==> src/rtl/core/mhps_pkg.sv <==
`timescale 1ns / 1ps
// Package for the marker hold phase switch: field widths, constants and the
// structs passed among the top level, the config block and the decision core. No dependencies.
package mhps_pkg;

  localparam int unsigned IdW     = 10;
  localparam int unsigned PixW    = 12;
  localparam int unsigned FracW   = 17;
  localparam int unsigned FracSh  = 16;
  localparam int unsigned CountW  = 20;
  localparam int unsigned HoldW   = 16;
  localparam int unsigned TimeW   = 32;
  localparam int unsigned ThrW    = FracW + PixW;
  localparam int unsigned CfgIdxW = 3;
  localparam int unsigned CfgDataW = 20;

  localparam logic [CountW-1:0] RunLimit = CountW'(1000000);

  typedef enum logic [CfgIdxW-1:0] {
    REG_TERMINAL_MARKER = 3'd0,
    REG_MIN_WIDTH       = 3'd1,
    REG_MIN_HEIGHT      = 3'd2,
    REG_MIN_FRACTION    = 3'd3,
    REG_IMAGE_WIDTH     = 3'd4,
    REG_IMAGE_HEIGHT    = 3'd5,
    REG_MIN_FRAMES      = 3'd6,
    REG_HOLD_TIME       = 3'd7
  } cfg_reg_e;

  typedef struct packed {
    logic [IdW-1:0]    terminal_marker;
    logic [PixW-1:0]   min_width;
    logic [PixW-1:0]   min_height;
    logic [CountW-1:0] min_frames;
    logic [HoldW-1:0]  hold_time;
    logic              frac_en;
    logic [ThrW-1:0]   thr_w;
    logic [ThrW-1:0]   thr_h;
  } cfg_t;

  typedef struct packed {
    logic [IdW-1:0]   marker_id;
    logic [PixW-1:0]  box_width;
    logic [PixW-1:0]  box_height;
    logic [TimeW-1:0] time_ms;
  } item_t;

  typedef struct packed {
    logic [CountW-1:0] big_count;
    logic              switched;
    logic              phase;
  } res_t;

endpackage

==> src/rtl/core/mhps_cfg.sv <==
`timescale 1ns / 1ps
// Configuration registers and registered fraction thresholds.
// Depends on mhps_pkg.
module mhps_cfg (
  input  logic                             clk_i,
  input  logic                             rst_ni,
  input  logic                             cfg_we_i,
  input  logic [mhps_pkg::CfgIdxW-1:0]     cfg_idx_i,
  input  logic [mhps_pkg::CfgDataW-1:0]    cfg_data_i,
  output mhps_pkg::cfg_t                   cfg_o
);
  import mhps_pkg::*;

  logic [IdW-1:0]    terminal_marker_q;
  logic [PixW-1:0]   min_width_q;
  logic [PixW-1:0]   min_height_q;
  logic [FracW-1:0]  min_fraction_q;
  logic [PixW-1:0]   image_width_q;
  logic [PixW-1:0]   image_height_q;
  logic [CountW-1:0] min_frames_q;
  logic [HoldW-1:0]  hold_time_q;
  logic [ThrW-1:0]   thr_w_q, thr_w_d;
  logic [ThrW-1:0]   thr_h_q, thr_h_d;
  logic              frac_en_q, frac_en_d;

  always_comb begin
    thr_w_d   = ThrW'(min_fraction_q) * ThrW'(image_width_q);
    thr_h_d   = ThrW'(min_fraction_q) * ThrW'(image_height_q);
    frac_en_d = (min_fraction_q != '0) && (image_width_q != '0) && (image_height_q != '0);
  end

  always_ff @(posedge clk_i or negedge rst_ni) begin
    if (!rst_ni) begin
      terminal_marker_q <= '0;
      min_width_q       <= '0;
      min_height_q      <= '0;
      min_fraction_q    <= '0;
      image_width_q     <= '0;
      image_height_q    <= '0;
      min_frames_q      <= '0;
      hold_time_q       <= '0;
      thr_w_q           <= '0;
      thr_h_q           <= '0;
      frac_en_q         <= 1'b0;
    end else begin
      // thresholds are registered; user changes config only when idle, unenforced
      thr_w_q   <= thr_w_d;
      thr_h_q   <= thr_h_d;
      frac_en_q <= frac_en_d;
      if (cfg_we_i) begin
        unique case (cfg_reg_e'(cfg_idx_i))
          REG_TERMINAL_MARKER: terminal_marker_q <= cfg_data_i[IdW-1:0];
          REG_MIN_WIDTH:       min_width_q       <= cfg_data_i[PixW-1:0];
          REG_MIN_HEIGHT:      min_height_q      <= cfg_data_i[PixW-1:0];
          REG_MIN_FRACTION:    min_fraction_q    <= cfg_data_i[FracW-1:0];
          REG_IMAGE_WIDTH:     image_width_q     <= cfg_data_i[PixW-1:0];
          REG_IMAGE_HEIGHT:    image_height_q    <= cfg_data_i[PixW-1:0];
          REG_MIN_FRAMES:      min_frames_q      <= cfg_data_i[CountW-1:0];
          REG_HOLD_TIME:       hold_time_q       <= cfg_data_i[HoldW-1:0];
          default: ;
        endcase
      end
    end
  end

  always_comb begin
    cfg_o.terminal_marker = terminal_marker_q;
    cfg_o.min_width       = min_width_q;
    cfg_o.min_height      = min_height_q;
    cfg_o.min_frames      = min_frames_q;
    cfg_o.hold_time       = hold_time_q;
    cfg_o.frac_en         = frac_en_q;
    cfg_o.thr_w           = thr_w_q;
    cfg_o.thr_h           = thr_h_q;
  end

endmodule

==> src/rtl/core/mhps_core.sv <==
`timescale 1ns / 1ps
// Decision core: size test, run counter, hold timer and phase register.
// Depends on mhps_pkg.
module mhps_core #(
  parameter logic START_PHASE = 1'b0
) (
  input  logic            clk_i,
  input  logic            rst_ni,
  input  logic            en_i,
  input  mhps_pkg::item_t item_i,
  input  mhps_pkg::cfg_t  cfg_i,
  output mhps_pkg::res_t  res_o
);
  import mhps_pkg::*;

  logic              phase_q, phase_d;
  logic [CountW-1:0] run_count_q, run_count_d;
  logic [TimeW-1:0]  start_q, start_d;

  logic              abs_ok, frac_ok, hit, sw;
  logic [ThrW-1:0]   bw_scaled, bh_scaled;
  logic [CountW-1:0] cnt_inc;
  logic [TimeW-1:0]  run_start, held;

  always_comb begin
    bw_scaled = ThrW'({item_i.box_width, FracSh'(0)});
    bh_scaled = ThrW'({item_i.box_height, FracSh'(0)});
    abs_ok  = (item_i.box_width >= cfg_i.min_width) && (item_i.box_height >= cfg_i.min_height);
    frac_ok = cfg_i.frac_en && ((bw_scaled >= cfg_i.thr_w) || (bh_scaled >= cfg_i.thr_h));
    hit     = !phase_q && (item_i.marker_id == cfg_i.terminal_marker) && (abs_ok || frac_ok);

    // saturate the run count at the limit
    cnt_inc   = (run_count_q < RunLimit) ? run_count_q + CountW'(1) : run_count_q;
    run_start = (run_count_q == '0) ? item_i.time_ms : start_q;
    held      = item_i.time_ms - run_start;
    sw        = hit && (cnt_inc >= cfg_i.min_frames) && (held >= TimeW'(cfg_i.hold_time));

    phase_d     = phase_q;
    run_count_d = run_count_q;
    start_d     = start_q;
    if (!phase_q) begin
      if (hit) begin
        start_d = run_start;
        if (sw) begin
          phase_d     = 1'b1;
          run_count_d = '0;
        end else begin
          run_count_d = cnt_inc;
        end
      end else begin
        run_count_d = '0;
      end
    end

    res_o.phase     = phase_d;
    res_o.switched  = sw;
    res_o.big_count = run_count_d;
  end

  always_ff @(posedge clk_i or negedge rst_ni) begin
    if (!rst_ni) begin
      phase_q     <= START_PHASE;
      run_count_q <= '0;
    end else if (en_i) begin
      phase_q     <= phase_d;
      run_count_q <= run_count_d;
    end
  end

  always_ff @(posedge clk_i) begin
    if (en_i) begin
      start_q <= start_d;
    end
  end

  a_phase_sticky: assert property (@(posedge clk_i) disable iff (!rst_ni)
    phase_q |=> phase_q) else $error("terminal phase left");

  a_count_limit: assert property (@(posedge clk_i) disable iff (!rst_ni)
    run_count_q <= RunLimit) else $error("run count above limit");

  a_switch_clears: assert property (@(posedge clk_i) disable iff (!rst_ni)
    (en_i && res_o.switched) |=> (phase_q && run_count_q == '0))
    else $error("switch did not set phase and clear count");

  a_terminal_idle: assert property (@(posedge clk_i) disable iff (!rst_ni)
    phase_q |-> (!res_o.switched && run_count_q == '0))
    else $error("activity in terminal phase");

endmodule

==> src/rtl/core/marker_hold_phase_switch.sv <==
`timescale 1ns / 1ps
// Marker hold phase switch, top level. Depends on mhps_pkg, mhps_cfg, mhps_core.
//
// One result beat per detection beat, one beat per clock while the output is not
// stalled by m_axis_tready. A beat is captured in an input register, decided
// against the run counter and phase register, and its result is captured in
// the output register once the output register is free. Configuration writes
// reach the fraction thresholds through a further register (they are
// registered products); the user must make them while no beat is in flight,
// and the block does not enforce this.
module marker_hold_phase_switch #(
  parameter logic START_PHASE = 1'b0
) (
  input  logic                          clk_i,
  input  logic                          rst_ni,
  input  logic                          cfg_we_i,
  input  logic [mhps_pkg::CfgIdxW-1:0]  cfg_idx_i,
  input  logic [mhps_pkg::CfgDataW-1:0] cfg_data_i,
  input  logic                          s_axis_tvalid,
  output logic                          s_axis_tready,
  // marker_id[9:0], box_width[21:10], box_height[33:22], time_ms[65:34], zero pad
  input  logic [71:0]                   s_axis_tdata,
  output logic                          m_axis_tvalid,
  input  logic                          m_axis_tready,
  // phase[0], switched[1], big_count[21:2], zero pad
  output logic [23:0]                   m_axis_tdata
);
  import mhps_pkg::*;

  cfg_t  cfg;
  item_t item_q, item_d;
  res_t  res, res_q;
  logic  in_vld_q, out_vld_q, advance;

  assign advance       = in_vld_q && (!out_vld_q || m_axis_tready);
  assign s_axis_tready = !in_vld_q || advance;

  always_comb begin
    item_d.marker_id  = s_axis_tdata[9:0];
    item_d.box_width  = s_axis_tdata[21:10];
    item_d.box_height = s_axis_tdata[33:22];
    item_d.time_ms    = s_axis_tdata[65:34];
  end

  mhps_cfg u_cfg (
    .clk_i      (clk_i),
    .rst_ni     (rst_ni),
    .cfg_we_i   (cfg_we_i),
    .cfg_idx_i  (cfg_idx_i),
    .cfg_data_i (cfg_data_i),
    .cfg_o      (cfg)
  );

  mhps_core #(
    .START_PHASE (START_PHASE)
  ) u_core (
    .clk_i  (clk_i),
    .rst_ni (rst_ni),
    .en_i   (advance),
    .item_i (item_q),
    .cfg_i  (cfg),
    .res_o  (res)
  );

  always_ff @(posedge clk_i or negedge rst_ni) begin
    if (!rst_ni) begin
      in_vld_q  <= 1'b0;
      out_vld_q <= 1'b0;
    end else begin
      if (s_axis_tready) begin
        in_vld_q <= s_axis_tvalid;
      end
      if (advance) begin
        out_vld_q <= 1'b1;
      end else if (m_axis_tready) begin
        out_vld_q <= 1'b0;
      end
    end
  end

  always_ff @(posedge clk_i) begin
    if (s_axis_tready && s_axis_tvalid) begin
      item_q <= item_d;
    end
    if (advance) begin
      res_q <= res;
    end
  end

  assign m_axis_tvalid = out_vld_q;
  assign m_axis_tdata  = {2'b00, res_q.big_count, res_q.switched, res_q.phase};

endmodule

==> config.mk <==
export PLATFORM = sky130hd
export DESIGN_NAME = marker_hold_phase_switch
export DESIGN_NICKNAME = d
export VERILOG_FILES = /design/src/rtl/core/mhps_pkg.sv /design/src/rtl/core/mhps_cfg.sv /design/src/rtl/core/mhps_core.sv /design/src/rtl/core/marker_hold_phase_switch.sv
export SDC_FILE = /design/constraint.sdc
export NUM_CORES = 1
export LEC_CHECK = 0
export BUFFER_PORTS_ARGS = -buffer_cell sky130_fd_sc_hd__buf_2
export CORE_MARGIN = 4
export CORE_UTILIZATION = 57
export DETAILED_ROUTE_END_ITERATION = 7
export PLACE_DENSITY = 0.78
export RECOVER_POWER = 25
export REMOVE_ABC_BUFFERS = 1
export SLEW_MARGIN = 10
export SYNTH_ARGS = -nofsm -noshare
export SYNTH_HDL_FRONTEND = slang
export SYNTH_SLANG_ARGS = --single-unit
==> constraint.sdc <==
create_clock -name clk_i -period 5.9 [get_ports clk_i]
set_clock_uncertainty 0.05 [all_clocks]
set_input_delay 0.59 -clock clk_i [delete_from_list [all_inputs] [get_ports clk_i]]
set_output_delay 0.59 -clock clk_i [all_outputs]
set_load 0.02 [all_outputs]
# Yosys cells after proc, flatten, opt, wreduce, memory -nomap -nowiden
# Cells that the tools add are included.
dict set report op_classes {
  addsub 2
  mul 2
  magnitude_cmp 7
  eq_ne 8
  muxes 10
  n_bitwise 1
  n_reduce_logical 32
}
# op count
set ops {}
lappend ops {{$mux W20} 4}
lappend ops {{$ge A28 B29 Y1} 2}
lappend ops {{$mul A17 B12 Y29} 2}
lappend ops {{$ge A32 B16 Y1} 1}
lappend ops {{$mux W32} 1}
lappend ops {{$sub A32 B32 Y32} 1}
lappend ops {{$ge A12 B12 Y1} 2}
lappend ops {{$reduce_bool A12 Y1} 2}
lappend ops {{$add A20 B1 Y20 const B} 1}
lappend ops {{$ge A20 B20 Y1} 1}
lappend ops {{$logic_not A20 Y1} 1}
lappend ops {{$lt A20 B20 Y1 const B} 1}
lappend ops {{$reduce_bool A17 Y1} 1}
lappend ops {{$reduce_and A2 Y1} 8}
lappend ops {{$eq A3 B3 Y1 const B} 4}
lappend ops {{$eq A10 B10 Y1} 1}
lappend ops {{$logic_and A1 B1 Y1} 10}
lappend ops {{$eq A3 B2 Y1 const B} 2}
lappend ops {{$mux W1} 5}
lappend ops {{$logic_or A1 B1 Y1} 4}
lappend ops {{$eq A3 B1 Y1 const B} 1}
lappend ops {{$logic_not A1 Y1} 3}
lappend ops {{$logic_not A3 Y1} 1}
lappend ops {{$reduce_and A3 Y1} 1}
lappend ops {{2 further kinds} 2}
dict set report word_totals {
  ff_bits 313
  out_inout_bits 26
  word_cells 85
}

# Depth between registers and ports, before layout
dict set report logic_depth {
  depth_word 10
  depth_mapped 30
}

# Cells and area by module
# A second synthesis with hierarchy kept.
dict set report unflattened {
  hier_cells 3015
  area_unflattened_um2 29542.1
}
# module n_inst cells_each area_each_um2
set by_module_without_submodules {}
lappend by_module_without_submodules {mhps_cfg 1 1902 18810.5}
lappend by_module_without_submodules {mhps_core 1 1014 7966.4}
lappend by_module_without_submodules {marker_hold_phase_switch 1 99 2765.2}

# Worst setup path before layout
# Ideal clock, no wire load.
dict set report synth_path {
  path_kind {register to register}
  startpoint {register u_core.run_count_q[10]}
  endpoint {register res_q, in the netlist m_axis_tdata[11], data pin}
  setup_time_ns 0.165
  arrival_ns 6.269
  path_slack_ns -0.584
  stages_incl_launch_ff 29
  n_path_buf 4
  period_less_slack_ns 6.484
  path_cell_list {dfrtp_1 > or4_4 > nor4_4 > and3_1 > buf_2 > buf_1 > clkbuf_1 > nand2_1 > nand2_1 > inv_1 > ha_1 > inv_1 > nor2_1 > nand2_1 > or3_1 > or2_2 > nand2_1 > nand4bb_1 > xnor2_1 > ha_1 > nand4_1 > o22ai_1 > or4bb_1 > nor4bb_1 > nand4_1 > nand4bb_1 > o41a_1 > buf_2 > o31ai_2}
}
# element line
set synth_rtl {}
lappend synth_rtl {{start, declared} mhps_core.sv:17} ;# logic [CountW-1:0] run_count_q, run_count_d;
lappend synth_rtl {{start signal, assigned} mhps_core.sv:66} ;# run_count_q <= run_count_d;
lappend synth_rtl {{end signal, assigned} marker_hold_phase_switch.sv:86} ;# res_q <= res;
lappend synth_rtl {{end, declared} marker_hold_phase_switch.sv:32} ;# res_t res, res_q;

==> key figures <==
Worst setup path
  – Critical R2R Capture: m_axis_tdata[9]$_DFFE_PP_
  – Worst path required time: around 6.3 ns
  – Critical Path Sink: m_axis_tdata[9]$_DFFE_PP_
  – Worst r2r src: u_core.run_count_q[15]$_DFFE_PN0P_
  – Startpoint Class: register
  – Crit Path Category: reg -> reg
  – Endpoint type of the worst setup path: register
  – Critical path startpoint: u_core.run_count_q[15]$_DFFE_PN0P_
  – Crit Path Max Fanout: 5
  – Setup slack, reg-to-reg: -0.40 ns
  – R2r worst-path depth: 26
  – CP arrival: 6.66 ns

Cells and area
  – Reg area: 0.00845 sq mm
  – Antenna cells: 0
  – Area Overhead vs Synth: 17.7%
  – NumNets Final: 3807
  – Multi-input gate area in the final layout: 0.0186 sq mm
  – Fillers: 3634
  – Share of layout cells above drive strength 1: 20.3%

Worst hold path
  – Worst Hold Class: in -> reg
  – Hold path cells: 1

Timing
  – Measured slew at the worst slew-check pin: 2.77 ns
  – F_max: 0.159 GHz
  – Final WS setup: -0.404 ns
  – RSZ-0062 raised after global routing: true
  – Part of the cycle the worst path needs: 107%
  – Fin. max-slew vios: approximately 100
  – Post-layout min period: 6.30 ns
  – Final Hold Viols: 0
  – Slew HR: -84.4%
  – Setup_tns: -15.48 ns
  – Finish-stage setup viols: 44

Logic synthesis
  – Synth cell types: 83
  – Avg Inst Size Synth: 9.81 sq um
  – Register area share after synthesis: 29.6%
  – EDFF count, synth: 120
  – Post-synth ARST share: 61.7%
  – Mapped Area: 0.0285 sq mm
  – Main synth FF type: dfrtp_1
  – Cell count after synthesis: 2904
  – Synth Register Bits: around 310
  – Syn. warnings: 0

Route
  – Antenna viol nets, final: 0
  – Drt drc: 0
  – Final WL: 74400 microns
  – Drt wl/cell: 19.3 microns
  – DR vias: around 22k
  – Initial DRC count: approximately 1.5k
  – Vias per inst: 5.68
  – First-pass DRT Iterations: 5

Clock network
  – Clock sink count: 313
  – Root buf cell: clkbuf_16
  – Clk slew on worst S/H paths: about 0.060 ns
  – Htree depth: 2
  – Clock Latency Late Sink: 0.55 ns
  – CTS tree: done
  – TritonCTS Buffers: 37
  – CTS Buffer Depth: 3

Die
  – Chip height: 232 microns
  – Core area: between 0.04 and 0.05 sq mm
  – Row cnt: around 80
  – Die area: 0.0536 sq mm
  – Initial Utilization: 58.0%
  – Die width: roughly 230 microns
  – Top-Level Pins: 126

Global route
  – Global route overflow: 0
  – GRT Total Usage: between 20% and 30%
  – Initial antenna violation count: 3
  – First-pass GRT wire length: 119000 microns
  – Vias in the first global route: 23.1k
  – Largest net degree at the start of global routing: 105

Outcome
  – Run status: finished, violations left
  – Failing checks: capacitance limit, slew limit, setup timing

Placement
  – Port bufs: 117
  – Hpwl dp: ~56000 microns
  – RD Place Congestion: between 0.9 and 1

Job
  – Total of max-cap violations: 1
==> state kept, by name (all words and copies together), names as in the netlist <==
name / count
in_vld_q: 1
item_q: 66
m_axis_tdata: 22
m_axis_tvalid: 1
u_cfg.frac_en_q: 1
u_cfg.hold_time_q: 16
u_cfg.image_height_q: 12
u_cfg.image_width_q: 12
u_cfg.min_fraction_q: 17
u_cfg.min_frames_q: 20
u_cfg.min_height_q: 12
u_cfg.min_width_q: 12
u_cfg.terminal_marker_q: 10
u_cfg.thr_h_q: 29
u_cfg.thr_w_q: 29
u_core.phase_q: 1
u_core.run_count_q: 20
u_core.start_q: 32
==> logic make-up (layout without fill, tap and decap cells) <==
logic type	after synthesis	after routing	synth area share [%]
simple gates	884	884	14.8
buf+inv	606	895	8.09
fa+ha+maj	550	550	32.0
compound gates	346	346	8.34
flops	313	313	29.6
mux	110	110	4.26
xor+xnor	94	94	2.89
other cells	1	2	0.0132
==> Yosys cell counts (58+ instances only) <==
cell	number	area share, %
nand2_1	446	5.9
and2_1	123	2.7
fa_1	300	21
o21ai_0	93	1.6
edfxtp_1	120	13
inv_1	473	6.2
dfrtp_1	193	17
mux2_2	90	3.6
clkbuf_1	110	1.4
a21oi_1	58	1.0
ha_1	241	11
nor2_1	80	1.1
xnor2_1	66	2.0
==> layer usage <==
layer | up-vias | global-route usage [%] | share of wire (%)
li1 | 9961 | - | -
met1 | 10900 | 36.2 | 40
met2 | 853 | 48.3 | 50
met3 | 203 | 3.38 | 6.2
met4 | 0 | 10.0 | 3.8
met5 | - | 0 | 0
==> through the flow <==
| step | instances | instance area, sq um | hold slack (ns) | util, % | worst slack, ns |
|---|---|---|---|---|---|
| global route | 3858 | 33500 | 0.137 | 68.2 | -0.569 |
| floorplan | 2773 | 28000 | 0.244 | - | -1.15 |
| global placement | 3744 | 30900 | 0.423 | 62.9 | -0.520 |
| finish | 3858 | 33500 | 0.152 | 68.2 | -0.404 |
| detailed placement | 3744 | 30900 | 0.443 | 62.9 | -0.590 |
| CTS | 3835 | 33000 | 0.105 | 67.1 | -0.233 |
==> layout make-up <==
class / count / area share, %
multi-input cells: 1986 / 55.4
inverters: 474 / 5.31
flip-flops and latches: 313 / 25.2
clock inverters: 17 / 0.701
repair buffers: 354 / 7.92
well taps: 664 / 2.48
clock buffers: 50 / 3.00
==> worst min-delay path by stage <==
stage / to / slack [ns] / start
6_report: item_q[10]$_DFFE_PP_ / 0.15 / s_axis_tdata[44]
5_1_grt: item_q[37]$_DFFE_PP_ / 0.14 / s_axis_tdata[27]
4_1_cts: m_axis_tvalid$_DFFE_PN0P_ / 0.10 / rst_ni
3_5_place_dp: u_cfg.min_frames_q[7]$_DFFE_PN0P_ / 0.44 / u_cfg.min_frames_q[7]$_DFFE_PN0P_
3_3_place_gp: m_axis_tvalid$_DFFE_PN0P_ / 0.42 / in_vld_q$_DFFE_PN0N_
2_1_floorplan: in_vld_q$_DFFE_PN0N_ / 0.24 / rst_ni
==> worst max-delay path, cell delays in order (launching register included) <==
cell       delay (ns)
dfrtp_1          0.40
or4_4            0.58
nor4_4           0.41
nand3_4          0.19
o21ai_4          0.22
ha_4             0.18
inv_4            0.04
o31ai_4          0.27
nor4b_4          0.08
buf_4            0.16
a211oi_4         0.23
a21oi_1          0.05
or3_1            0.36
nand3_2          0.10
ha_4             0.21
a21o_1           0.15
a21o_1           0.16
a21oi_2          0.18
o22ai_2          0.11
or4bb_1          0.53
nor4bb_2         0.27
nand4_1          0.12
nand4bb_1        0.23
o41a_4           0.43
buf_12           0.17
buf_16           0.14
o21ai_2          0.11
==> cell usage in the layout (no fill, tap or decap), types with 33 or more instances in the layout <==
| cell type | count |
|---|---|
| o21ai_0 | 75 |
| mux2_2 | 90 |
| ha_1 | 225 |
| nand2_1 | 437 |
| xnor2_1 | 66 |
| a21o_1 | 33 |
| nor2_1 | 77 |
| dfrtp_1 | 178 |
| and2_1 | 120 |
| buf_2 | 106 |
| clkbuf_16 | 39 |
| fa_1 | 296 |
| edfxtp_1 | 120 |
| nand3_1 | 36 |
| a21oi_1 | 54 |
| inv_1 | 463 |
| buf_4 | 202 |
==> repair_timing <==
| item | 4_1_cts | 5_1_grt |
|---|---|---|
| pin swaps | 67 | 89 |
| cloned | 6 | 1 |
| setup buffers | 22 | 24 |
| hold buffers | 0 | 0 |
| endpoints found under the setup margin | 51 | 53 |
| resized for setup | 117 | 93 |
Power is left out: the tool's default activity adds up to more than one toggle a clock period on the data nets, which glitch-free logic cannot reach.
